[config.mk]
export PLATFORM = sky130hd
export DESIGN_NAME = iban_mod97_validator_core
export DESIGN_NICKNAME = d
export VERILOG_FILES = /design/src/sv/ibanv_pkg.sv /design/src/sv/ibanv_front.sv /design/src/sv/ibanv_fifo.sv /design/src/sv/ibanv_back.sv /design/src/sv/iban_mod97_validator_core.sv
export SDC_FILE = /design/constraint.sdc
export NUM_CORES = 1
export LEC_CHECK = 0
export ABC_AREA = 1
export BUFFER_PORTS_ARGS = -buffer_cell sky130_fd_sc_hd__buf_2
export CAP_MARGIN = 20
export CORE_MARGIN = 8
export CORE_UTILIZATION = 57
export CTS_CLUSTER_SIZE = 16
export DETAILED_ROUTE_END_ITERATION = 6
export GPL_TIMING_DRIVEN = 0
export PLACE_DENSITY_LB_ADDON = 0.1
export SLEW_MARGIN = 30
export SYNTH_ARGS = -nofsm -noshare
export SYNTH_HDL_FRONTEND = slang
export SYNTH_SLANG_ARGS = --single-unit
[constraint.sdc]
create_clock -name aclk -period 8.9 [get_ports aclk]
set_input_delay 1.335 -clock aclk [delete_from_list [all_inputs] [get_ports aclk]]
set_output_delay 1.335 -clock aclk [all_outputs]
set_load 0.05 [all_outputs]
[src/sv/ibanv_pkg.sv]
// Shared types, codes and mod-97 helpers of the IBAN mod-97 validator.
package ibanv_pkg;

    // configuration register indexes
    localparam logic [1:0] CFG_COUNTRY_FIRST   = 2'd0;
    localparam logic [1:0] CFG_COUNTRY_SECOND  = 2'd1;
    localparam logic [1:0] CFG_EXPECTED_LENGTH = 2'd2;

    // status codes
    localparam logic [2:0] ST_VALID    = 3'd0;
    localparam logic [2:0] ST_COUNTRY  = 3'd1;
    localparam logic [2:0] ST_LENGTH   = 3'd2;
    localparam logic [2:0] ST_CHECKSUM = 3'd3;
    localparam logic [2:0] ST_BADCHAR  = 3'd4;

    localparam logic [7:0] CHAR_ZERO     = 8'd48;
    localparam logic [7:0] CHAR_NINE     = 8'd57;
    localparam logic [7:0] CHAR_A        = 8'd65;
    localparam logic [7:0] CHAR_Z        = 8'd90;
    localparam logic [7:0] LETTER_OFFSET = 8'd55;
    localparam logic [6:0] MODULUS       = 7'd97;
    localparam logic [5:0] HEAD_CHARS    = 6'd4;
    localparam logic [5:0] MIN_LENGTH    = 6'd5;
    localparam logic [5:0] COUNT_MAX     = 6'd63;

    // per-frame error flags, settled by the front and finished by the back
    typedef struct packed {
        logic country_bad;
        logic len_bad;
        logic char_bad;
    } ibanv_flags_t;

    // one classified character on its way through the queue
    typedef struct packed {
        logic [7:0] character;
        logic       last;
        logic       head;
        logic       country_bad;
        logic       len_bad;
    } ibanv_item_t;

    // x < 1024 reduced mod 97; quotient estimate 168/2^14 is low by at most one
    function automatic logic [6:0] mod97_small(input logic [9:0] x);
        logic [17:0] prod;
        logic [9:0]  r;
        prod = 18'(x) * 18'd168;
        r    = x - 10'(prod[17:14]) * 10'(MODULUS);
        if (r >= 10'(MODULUS)) begin
            r = r - 10'(MODULUS);
        end
        return r[6:0];
    endfunction

    // x < 16384 reduced mod 97; quotient estimate 675/2^16 is low by at most one
    function automatic logic [6:0] mod97_wide(input logic [13:0] x);
        logic [23:0] prod;
        logic [13:0] r;
        prod = 24'(x) * 24'd675;
        r    = x - 14'(prod[23:16]) * 14'(MODULUS);
        if (r >= 14'(MODULUS)) begin
            r = r - 14'(MODULUS);
        end
        return r[6:0];
    endfunction

    // 10^k mod 97 for the digit count of the four head characters
    function automatic logic [6:0] pow10_mod97(input logic [3:0] k);
        logic [6:0] p;
        case (k)
            4'd0:    p = 7'd1;
            4'd1:    p = 7'd10;
            4'd2:    p = 7'd3;
            4'd3:    p = 7'd30;
            4'd4:    p = 7'd9;
            4'd5:    p = 7'd90;
            4'd6:    p = 7'd27;
            4'd7:    p = 7'd76;
            4'd8:    p = 7'd81;
            default: p = 7'd1;
        endcase
        return p;
    endfunction

endpackage

[src/sv/ibanv_front.sv]
// Front end: accepts characters, tracks position, country and length checks.
module ibanv_front #(
    parameter int MAX_LENGTH = 34
) (
    input  logic                 aclk,
    input  logic                 aresetn,
    input  logic                 cfg_we,
    input  logic [1:0]           cfg_index,
    input  logic [6:0]           cfg_wdata,
    input  logic                 s_tvalid,
    output logic                 s_tready,
    input  logic [7:0]           s_tdata,
    input  logic                 s_tlast,
    input  logic                 q_full,
    output logic                 q_push,
    output ibanv_pkg::ibanv_item_t q_item
);

    logic [6:0] country_first_reg;
    logic [6:0] country_second_reg;
    logic [5:0] expected_length_reg;
    logic [5:0] count_reg, count_next;
    logic       country_bad_reg, country_bad_next;
    logic [5:0] count_inc;
    logic       hit;

    assign s_tready = !q_full;
    assign q_push   = s_tvalid && s_tready;

    assign count_inc = (count_reg == ibanv_pkg::COUNT_MAX) ? count_reg : count_reg + 6'd1;
    assign hit = ((count_reg == 6'd0) && (s_tdata != {1'b0, country_first_reg})) ||
                 ((count_reg == 6'd1) && (s_tdata != {1'b0, country_second_reg}));

    always_comb begin
        q_item.character   = s_tdata;
        q_item.last        = s_tlast;
        q_item.head        = count_reg < ibanv_pkg::HEAD_CHARS;
        q_item.country_bad = country_bad_reg || hit;
        q_item.len_bad     = (count_inc != expected_length_reg) ||
                             (count_inc > 6'(MAX_LENGTH)) ||
                             (count_inc < ibanv_pkg::MIN_LENGTH);
    end

    always_comb begin
        count_next       = count_reg;
        country_bad_next = country_bad_reg;
        if (q_push) begin
            if (s_tlast) begin
                count_next       = 6'd0;
                country_bad_next = 1'b0;
            end else begin
                count_next       = count_inc;
                country_bad_next = country_bad_reg || hit;
            end
        end
    end

    always_ff @(posedge aclk) begin
        if (!aresetn) begin
            count_reg           <= 6'd0;
            country_bad_reg     <= 1'b0;
            country_first_reg   <= 7'd80;
            country_second_reg  <= 7'd76;
            expected_length_reg <= 6'd28;
        end else begin
            count_reg       <= count_next;
            country_bad_reg <= country_bad_next;
            if (cfg_we) begin
                case (cfg_index)
                    ibanv_pkg::CFG_COUNTRY_FIRST:   country_first_reg   <= cfg_wdata;
                    ibanv_pkg::CFG_COUNTRY_SECOND:  country_second_reg  <= cfg_wdata;
                    ibanv_pkg::CFG_EXPECTED_LENGTH: expected_length_reg <= cfg_wdata[5:0];
                    default: ;
                endcase
            end
        end
    end

endmodule

[src/sv/ibanv_fifo.sv]
// Short register queue between front and back.
module ibanv_fifo #(
    parameter int DEPTH = 4
) (
    input  logic                   aclk,
    input  logic                   aresetn,
    input  logic                   push,
    input  ibanv_pkg::ibanv_item_t din,
    output logic                   full,
    input  logic                   pop,
    output ibanv_pkg::ibanv_item_t dout,
    output logic                   empty
);

    localparam int PTR_W = (DEPTH > 1) ? $clog2(DEPTH) : 1;
    localparam int CNT_W = $clog2(DEPTH + 1);

    ibanv_pkg::ibanv_item_t mem_reg [DEPTH];
    logic [PTR_W-1:0] wr_ptr_reg, wr_ptr_next;
    logic [PTR_W-1:0] rd_ptr_reg, rd_ptr_next;
    logic [CNT_W-1:0] count_reg, count_next;

    assign full  = count_reg == CNT_W'(DEPTH);
    assign empty = count_reg == '0;
    assign dout  = mem_reg[rd_ptr_reg];

    always_comb begin
        wr_ptr_next = wr_ptr_reg;
        rd_ptr_next = rd_ptr_reg;
        count_next  = count_reg;
        if (push) begin
            wr_ptr_next = (wr_ptr_reg == PTR_W'(DEPTH - 1)) ? '0 : wr_ptr_reg + PTR_W'(1);
        end
        if (pop) begin
            rd_ptr_next = (rd_ptr_reg == PTR_W'(DEPTH - 1)) ? '0 : rd_ptr_reg + PTR_W'(1);
        end
        if (push && !pop) begin
            count_next = count_reg + CNT_W'(1);
        end else if (pop && !push) begin
            count_next = count_reg - CNT_W'(1);
        end
    end

    always_ff @(posedge aclk) begin
        if (!aresetn) begin
            wr_ptr_reg <= '0;
            rd_ptr_reg <= '0;
            count_reg  <= '0;
        end else begin
            wr_ptr_reg <= wr_ptr_next;
            rd_ptr_reg <= rd_ptr_next;
            count_reg  <= count_next;
        end
    end

    always_ff @(posedge aclk) begin
        if (push) begin
            mem_reg[wr_ptr_reg] <= din;
        end
    end

endmodule

[src/sv/ibanv_back.sv]
// Back end: mod-97 folding, rearrangement and status output register.
module ibanv_back (
    input  logic                   aclk,
    input  logic                   aresetn,
    input  ibanv_pkg::ibanv_item_t q_item,
    input  logic                   q_empty,
    output logic                   q_pop,
    output logic                   m_tvalid,
    input  logic                   m_tready,
    output logic [15:0]            m_tdata
);

    // per-frame fold state
    logic [6:0] rem_reg, rem_next;
    logic [6:0] head_rem_reg, head_rem_next;
    logic [3:0] head_k_reg, head_k_next;
    logic       char_bad_reg, char_bad_next;

    // finishing pipeline
    logic                   s1_valid_reg;
    logic [6:0]             s1_rem_reg, s1_head_reg, s1_pow_reg;
    ibanv_pkg::ibanv_flags_t s1_flags_reg;
    logic                   s2_valid_reg;
    logic [13:0]            s2_prod_reg;
    ibanv_pkg::ibanv_flags_t s2_flags_reg;
    logic                   out_valid_reg;
    logic [2:0]             out_status_reg;
    logic [6:0]             out_rem_reg;

    logic       is_digit, is_letter;
    logic [5:0] char_val;
    logic [6:0] base, folded;
    logic [9:0] fold_in;
    logic       out_en, s2_en, s1_free;
    logic [6:0] final_rem;

    always_comb begin
        is_digit  = (q_item.character >= ibanv_pkg::CHAR_ZERO) &&
                    (q_item.character <= ibanv_pkg::CHAR_NINE);
        is_letter = (q_item.character >= ibanv_pkg::CHAR_A) &&
                    (q_item.character <= ibanv_pkg::CHAR_Z);
        char_val  = is_digit ? 6'(q_item.character - ibanv_pkg::CHAR_ZERO)
                             : 6'(q_item.character - ibanv_pkg::LETTER_OFFSET);
        base      = q_item.head ? head_rem_reg : rem_reg;
        // r*100 = r*3 mod 97
        fold_in   = is_digit ? 10'(base) * 10'd10 + 10'(char_val)
                             : 10'(base) * 10'd3 + 10'(char_val);
        folded    = ibanv_pkg::mod97_small(fold_in);
    end

    assign out_en  = s2_valid_reg && (!out_valid_reg || m_tready);
    assign s2_en   = s1_valid_reg && (!s2_valid_reg || out_en);
    assign s1_free = !s1_valid_reg || s2_en;
    assign q_pop   = !q_empty && (!q_item.last || s1_free);

    always_comb begin
        rem_next      = rem_reg;
        head_rem_next = head_rem_reg;
        head_k_next   = head_k_reg;
        char_bad_next = char_bad_reg || !(is_digit || is_letter);
        if (is_digit || is_letter) begin
            if (q_item.head) begin
                head_rem_next = folded;
                head_k_next   = head_k_reg + (is_digit ? 4'd1 : 4'd2);
            end else begin
                rem_next = folded;
            end
        end
    end

    always_ff @(posedge aclk) begin
        if (!aresetn) begin
            rem_reg      <= 7'd0;
            head_rem_reg <= 7'd0;
            head_k_reg   <= 4'd0;
            char_bad_reg <= 1'b0;
        end else if (q_pop) begin
            if (q_item.last) begin
                rem_reg      <= 7'd0;
                head_rem_reg <= 7'd0;
                head_k_reg   <= 4'd0;
                char_bad_reg <= 1'b0;
            end else begin
                rem_reg      <= rem_next;
                head_rem_reg <= head_rem_next;
                head_k_reg   <= head_k_next;
                char_bad_reg <= char_bad_next;
            end
        end
    end

    // rearranged number = body * 10^k + head, all mod 97
    always_ff @(posedge aclk) begin
        if (q_pop && q_item.last) begin
            s1_rem_reg               <= rem_next;
            s1_head_reg              <= head_rem_next;
            s1_pow_reg               <= ibanv_pkg::pow10_mod97(head_k_next);
            s1_flags_reg.country_bad <= q_item.country_bad;
            s1_flags_reg.len_bad     <= q_item.len_bad;
            s1_flags_reg.char_bad    <= char_bad_next;
        end
        if (s2_en) begin
            s2_prod_reg  <= 14'(s1_rem_reg) * 14'(s1_pow_reg) + 14'(s1_head_reg);
            s2_flags_reg <= s1_flags_reg;
        end
    end

    assign final_rem = ibanv_pkg::mod97_wide(s2_prod_reg);

    always_ff @(posedge aclk) begin
        if (out_en) begin
            if (s2_flags_reg.country_bad) begin
                out_status_reg <= ibanv_pkg::ST_COUNTRY;
                out_rem_reg    <= 7'd0;
            end else if (s2_flags_reg.len_bad) begin
                out_status_reg <= ibanv_pkg::ST_LENGTH;
                out_rem_reg    <= 7'd0;
            end else if (s2_flags_reg.char_bad) begin
                out_status_reg <= ibanv_pkg::ST_BADCHAR;
                out_rem_reg    <= 7'd0;
            end else begin
                out_status_reg <= (final_rem == 7'd1) ? ibanv_pkg::ST_VALID
                                                      : ibanv_pkg::ST_CHECKSUM;
                out_rem_reg    <= final_rem;
            end
        end
    end

    always_ff @(posedge aclk) begin
        if (!aresetn) begin
            s1_valid_reg  <= 1'b0;
            s2_valid_reg  <= 1'b0;
            out_valid_reg <= 1'b0;
        end else begin
            if (q_pop && q_item.last) begin
                s1_valid_reg <= 1'b1;
            end else if (s2_en) begin
                s1_valid_reg <= 1'b0;
            end
            if (s2_en) begin
                s2_valid_reg <= 1'b1;
            end else if (out_en) begin
                s2_valid_reg <= 1'b0;
            end
            if (out_en) begin
                out_valid_reg <= 1'b1;
            end else if (m_tready) begin
                out_valid_reg <= 1'b0;
            end
        end
    end

    assign m_tvalid = out_valid_reg;
    assign m_tdata  = {6'd0, out_rem_reg, out_status_reg};

endmodule

[src/sv/iban_mod97_validator_core.sv]
// IBAN mod-97 validator top level: front end, queue, back end.
// Throughput: one character per cycle while m_tready keeps the result path moving, also across frame boundaries.
// The result reaches m_tvalid from the last character's transaction through the queue, s1
// (queue pop), s2 (rearrangement multiply) and the output register (final mod-97 reduction).
// The queue of QUEUE_DEPTH entries lets input and output stall independently.
// Reset (aresetn low, synchronous) clears stream state and queue and reloads the
// registers with 'P', 'L' and length 28.
module iban_mod97_validator_core #(
    parameter int MAX_LENGTH  = 34,
    parameter int QUEUE_DEPTH = 4
) (
    input  logic        aclk,
    input  logic        aresetn,
    input  logic        cfg_we,
    input  logic [1:0]  cfg_index,
    input  logic [6:0]  cfg_wdata,
    input  logic        s_tvalid,
    output logic        s_tready,
    input  logic [7:0]  s_tdata,   // [7:0] character
    input  logic        s_tlast,
    output logic        m_tvalid,
    input  logic        m_tready,
    output logic [15:0] m_tdata    // [2:0] status, [9:3] remainder, [15:10] zero
);

    ibanv_pkg::ibanv_item_t push_item, pop_item;
    logic q_push, q_pop, q_full, q_empty;

    ibanv_front #(
        .MAX_LENGTH(MAX_LENGTH)
    ) u_front (
        .aclk      (aclk),
        .aresetn   (aresetn),
        .cfg_we    (cfg_we),
        .cfg_index (cfg_index),
        .cfg_wdata (cfg_wdata),
        .s_tvalid  (s_tvalid),
        .s_tready  (s_tready),
        .s_tdata   (s_tdata),
        .s_tlast   (s_tlast),
        .q_full    (q_full),
        .q_push    (q_push),
        .q_item    (push_item)
    );

    ibanv_fifo #(
        .DEPTH(QUEUE_DEPTH)
    ) u_fifo (
        .aclk    (aclk),
        .aresetn (aresetn),
        .push    (q_push),
        .din     (push_item),
        .full    (q_full),
        .pop     (q_pop),
        .dout    (pop_item),
        .empty   (q_empty)
    );

    ibanv_back u_back (
        .aclk     (aclk),
        .aresetn  (aresetn),
        .q_item   (pop_item),
        .q_empty  (q_empty),
        .q_pop    (q_pop),
        .m_tvalid (m_tvalid),
        .m_tready (m_tready),
        .m_tdata  (m_tdata)
    );

    a_rem_range: assert property (@(posedge aclk) disable iff (!aresetn)
        m_tvalid |-> (m_tdata[9:3] < 7'd97))
        else $error("remainder out of range");

    a_valid_needs_one: assert property (@(posedge aclk) disable iff (!aresetn)
        (m_tvalid && (m_tdata[2:0] == ibanv_pkg::ST_VALID)) |-> (m_tdata[9:3] == 7'd1))
        else $error("valid status without remainder one");

    a_rem_zero_on_error: assert property (@(posedge aclk) disable iff (!aresetn)
        (m_tvalid && ((m_tdata[2:0] == ibanv_pkg::ST_COUNTRY) ||
                      (m_tdata[2:0] == ibanv_pkg::ST_LENGTH) ||
                      (m_tdata[2:0] == ibanv_pkg::ST_BADCHAR))) |-> (m_tdata[9:3] == 7'd0))
        else $error("remainder not cleared on error status");

    a_no_overflow: assert property (@(posedge aclk) disable iff (!aresetn)
        q_full |-> !q_push)
        else $error("queue written while full");

endmodule

---- Word-level counts from Yosys, hierarchy flattened ----
Memories as Yosys holds them, arrays and structs flattened. A register that Yosys moved wholly into a read port is not among the register bits.
Index checks and enable logic that the tools add are counted.
word-level totals
  logic and storage cells ................. 150
  output and inout port bits .............. 18
  bits in latches ......................... 0
  register bits after elaboration ......... 107
  memories ................................ 2
  ROM bits ................................ 96
  memory bits (writable) .................. 48
memory list
  name              words  bits a word  rd ports  clocked after Yosys merged registers in  write ports  line              text
  (name not given)  16     6            1         1                                        0            ibanv_pkg.sv:69   case (k)
  u_fifo.mem_reg    4      12           1         1                                        1            ibanv_fifo.sv:18  ibanv_pkg::ibanv_item_t mem_reg [DEPTH];
cells by class
  equality and inequality tests ........... 11
  bitwise operators ....................... 0
  multipliers ............................. 7
  $lt $le $gt $ge ......................... 9
  div/mod/pow operators ................... 0
  shift-type cells ........................ 0
  reductions and logical operators ........ 42
  $add $sub $neg .......................... 15
  mux-type cells .......................... 36
operator list
  operator                  number
  $mux W7                   9
  $mul A14 B10 Y24 const B  1
  $mux W6                   3
  $ne A8 B7 Y1              2
  $mul A10 B5 Y15 const B   1
  $add A14 B7 Y14           1
  $ge A14 B7 Y1 const B     1
  $mul A7 B7 Y14            1
  $mul A8 B7 Y14 const B    1
  $mux W2                   7
  $sub A14 B14 Y14          1
  $sub A7 B7 Y7 const B     2
  $lt A6 B3 Y1 const B      2
  $mux W4                   3
  $sub A6 B6 Y6 const B     2
  $logic_and A1 B1 Y1       11
  $add A10 B6 Y10           1
  $add A9 B6 Y10            1
  $ge A10 B7 Y1 const B     1
  $logic_or A1 B1 Y1        10
  $mul A4 B7 Y10 const B    1
  $mux W1                   10
  $mux W10                  1
  $sub A10 B10 Y10          1
  28 further kinds          46

---- Longest topological paths before layout ----
  depth after elaboration ................. 13
  gate-level depth with buffers ........... 60
  gate-level depth less buffers ........... 56

---- Modules after synthesis ----
Synthesis repeated with hierarchy kept, for this count alone.
second synthesis, totals
  cells, all modules ...................... 1921
  area total of the unflattened synthesis .. 15347.2 um^2
by module, submodules not included
  module       sequential area each (um^2)  cells an instance  times used  area each (um^2)
  ibanv_back   1941.9                       1490               1           11429.7
  ibanv_fifo   1621.6                       175                1           2239.6
  ibanv_front  540.5                        256                1           1677.9

---- Worst setup path before layout ----
No wires, ideal clock.
  path kind ............................... reg-to-reg
  from .................................... reg (tool-made name)
  to ...................................... reg u_back.s1_rem_reg[1] (data pin)
  slack ................................... -0.510 ns
  period minus slack after synthesis ...... 9.410 ns
  stages on the path, launching flop included .. 57
  setup time .............................. 0.249 ns
  arrival time ............................ 9.160 ns
  cells stage by stage .................... dfxtp_1 -> buf_6 -> buf_4 -> nand2_1 -> a32oi_1 -> inv_1 -> ha_1 -> or2_2 -> nand2_1 -> nand2_1 -> nand2_2 -> buf_6 -> clkbuf_1 -> nand2_1 -> xor2_1 -> fa_1 -> fa_1 -> nand3_1 -> (+21 left out) -> ha_1 -> inv_1 -> ha_1 -> ha_1 -> inv_1 -> ha_1 -> nand2_1 -> nor2_1 -> nand2_1 -> o21ai_1 -> nand3b_1 -> nand2_2 -> nor2_8 -> nand2_8 -> nand2_2 -> nand3_1 -> nand2_1 -> inv_1
RTL lines
  element                 line              text
  end signal: assignment  ibanv_back.sv:95  s1_rem_reg <= rem_next;
  end: declaration        ibanv_back.sv:21  logic [6:0] s1_rem_reg, s1_head_reg, s1_pow_reg;

==> flow_metrics.env <==
export IMPL_row_count=60
export IMPL_utilization=0.6681
export IMPL_wire_per_inst_um=13.81
export IMPL_htreeDepth=4
export IMPL_synth_mux_area_frac=0.0006536
export IMPL_viasPerCell=5.138
export IMPL_fillers=2142
export IMPL_stdcell_count=2366
export IMPL_synth_xor_area_frac=0.03766
export IMPL_regArea_um2=4108
export IMPL_cp_max_fo=7
export IMPL_setup_ws_ns=-0.1165
export IMPL_synth_top_family_by_area="adder cells"
export IMPL_violations="setup timing"
export IMPL_clkSlewWorstSetupHoldPaths_ns=0.07
export IMPL_grt_max_degree=26
export IMPL_cp_arrival_ns=9.20
export IMPL_cpMostUsedCell="nand2_4"
export IMPL_die_area_um2=32370
export IMPL_synth_simple_area_share=0.1917
export IMPL_placed_area_um2=15990
export IMPL_rrSetupSlack_ns=-0.12
export IMPL_regToRegEndpoint="u_back.s1_head_reg[0]"
export IMPL_largest_reg_flops=48
export IMPL_yosysSeqAreaShare=0.2680
export IMPL_min_period_over_period=1.013
export IMPL_synth_warnings=0
export IMPL_setup_viol_count_final=26
export IMPL_multiInputGateArea_um2=10170
export IMPL_grt_pass1_vias=12170
export IMPL_avgSynthCellArea_um2=8.056
export IMPL_overflow=0
export IMPL_skew_ns=0.01618
export IMPL_drtPass1Iterations=5
export IMPL_cts_buffer_depth=2
export IMPL_drc=0
export IMPL_wl_um=32680
export IMPL_syn_area_um2=15310
export IMPL_worstPathRequired_ns=9.09
export IMPL_port_buffers=33
export IMPL_die_x_um=179.9
export IMPL_rsz0062_at_grt="yes"
export IMPL_diodes=0
export IMPL_crit_buf_inv=9
export IMPL_coreArea_um2=26650
export IMPL_routed_via_count=12160
export IMPL_synth_compound_area_frac=0.07974
export IMPL_cap_violations=0
export IMPL_clock_sinks=156
export IMPL_synthCells=1901
export IMPL_hold_end="u_back.s2_flags_reg[0]"
export IMPL_synthAdderAreaFrac=0.3025
export IMPL_hold_class="flop to flop"
export IMPL_hold_violations=0
export IMPL_async_flop_share=0
export IMPL_place_gp_congestion=0.8639
export IMPL_min_period_ns=9.016
export IMPL_grt_pass1_wl_um=55500
export IMPL_nets=2359
export IMPL_critical_path_class="flop to flop"
export IMPL_ys_flop_type="edfxtp_1"
export IMPL_fmaxAchievable_mhz=110.9
export IMPL_drive_gt1_frac=0.1565
export IMPL_place_inst=2280
export IMPL_hold_path_cell_count=0
export IMPL_crit_slowest_cell="fa_1"
export IMPL_end_kind="flop"
export IMPL_maxSlewViolCount=0
export IMPL_cts_tree="done"
export IMPL_io_pins=41
export IMPL_insertion_delay_ns=0.43
export IMPL_die_y_um=179.9
export IMPL_gr_usage_all_layers=0.2035
export IMPL_tightest_slew_ns=0.8954
export IMPL_initial_utilization=0.5746
export IMPL_cts_buffers_inserted=17
export IMPL_synth_edf_count=98
export IMPL_relSlewSlack=0.4024
export IMPL_root_buffer="clkbuf_16"
export IMPL_antenna_found_initial=0
export IMPL_slowest_delay_ns=0.56
export IMPL_drt_iter0_drc=585
export IMPL_antenna_left=0
export IMPL_worstHoldStart="u_back.s1_flags_reg[0]"
export IMPL_design_area_um2=17810
export IMPL_yosys_register_bits=156
export IMPL_synthToLayoutAreaGrowth_pct=16.27
export IMPL_critical_path_top_delay_family="adder cells"
export IMPL_cp_depth=49
export IMPL_place_hpwl_um=25250
export IMPL_r2r_cells=49
export IMPL_start_kind="flop"
export IMPL_pre_cts_ws_ns=-1.306
export IMPL_yosysUniqueCellTypes=55
export IMPL_outcome="finished, violations left"
synth_stat cells, types with 47 or more instances:
cell / number / area [um2]
nand3_1: 110 / 550.5
xor2_1: 47 / 411.6
ha_1: 247 / 3090
a21oi_1: 96 / 480.5
fa_1: 77 / 1541
inv_1: 435 / 1633
edfxtp_1: 98 / 2943
dfxtp_1: 58 / 1161
nand2_1: 367 / 1378
nor2_1: 104 / 390.4
o21ai_0: 69 / 345.3
timing repair:
| item | 4_1_cts | 5_1_grt |
|---|---|---|
| endpoints found under the setup margin | 28 | 37 |
| buffers inserted | 34 | 21 |
| pin swaps | 60 | 58 |
| gates cloned | 0 | 0 |
| hold buffers | 0 | 0 |
| gates resized for setup | 114 | 63 |
layout by cell type, fill, tap and decap left out, types with 13 or more instances in the layout:
cell type	count
nand2_4	14
xor2_1	40
nand2_1	347
nand3_2	21
a21oi_2	13
nor2_1	97
buf_4	59
ha_4	15
xnor2_1	16
nand3_1	88
a21oi_1	82
o21ai_0	57
inv_2	18
nand2_2	23
or2_2	14
ha_1	227
inv_1	421
buf_2	35
edfxtp_1	98
nand4_1	17
fa_1	76
clkbuf_16	19
dfxtp_1	57
cells by family (layout without fill, tap and decap cells):
kind of cell             count (synthesis)  after routing
AO/OA/AOI/OAI                          216            216
XOR/XNOR                                65             65
adder cells (fa/ha/maj)                324            324
buffers and inverters                  469            588
flip-flops                             156            156
multiplexers                             1              1
other                                    1              6
AND/OR/NAND/NOR                        669            669
layer usage:
layer,up-vias,GRT usage,part of all wire
met1,5657,0.2358,0.43
met2,188,0.3863,0.52
li1,6254,-,-
met4,0,0.05569,0.021
met5,-,0,0
met3,58,0.02641,0.026
per-stage QoR:
stage	TNS, ns	hold WS [ns]
2_1_floorplan	0	0.4003
3_3_place_gp	-26.96	0.4030
3_5_place_dp	-33.17	0.4056
4_1_cts	-1.458	0.4147
5_1_grt	-13.17	0.4321
6_report	-1.985	0.4140
area by class of cell:
cell class	instances	share of cell area
Clock inverter	13	0.009135
Timing Repair Buffer	88	0.03289
Tap cell	341	0.02396
Multi-Input combinational cell	1281	0.5712
Inverter	442	0.09402
Clock buffer	19	0.02607
Buffer	26	0.01202
Sequential cell	156	0.2307
worst max-delay path by stage:
stage | startpoint | to | slack, ns
5_1_grt | flop | u_back.s1_head_reg[0] | -0.50
6_report | flop | u_back.s1_head_reg[0] | -0.12
2_1_floorplan | flop | u_back.s1_rem_reg[1] | 0.008
3_3_place_gp | flop | u_back.s1_head_reg[0] | -1.09
4_1_cts | flop | u_back.s1_head_reg[0] | -0.10
3_5_place_dp | flop | u_back.s1_head_reg[0] | -1.31
Power is left out: the tool's default activity adds up to more than one toggle a clock period on the data nets, which glitch-free logic cannot reach.
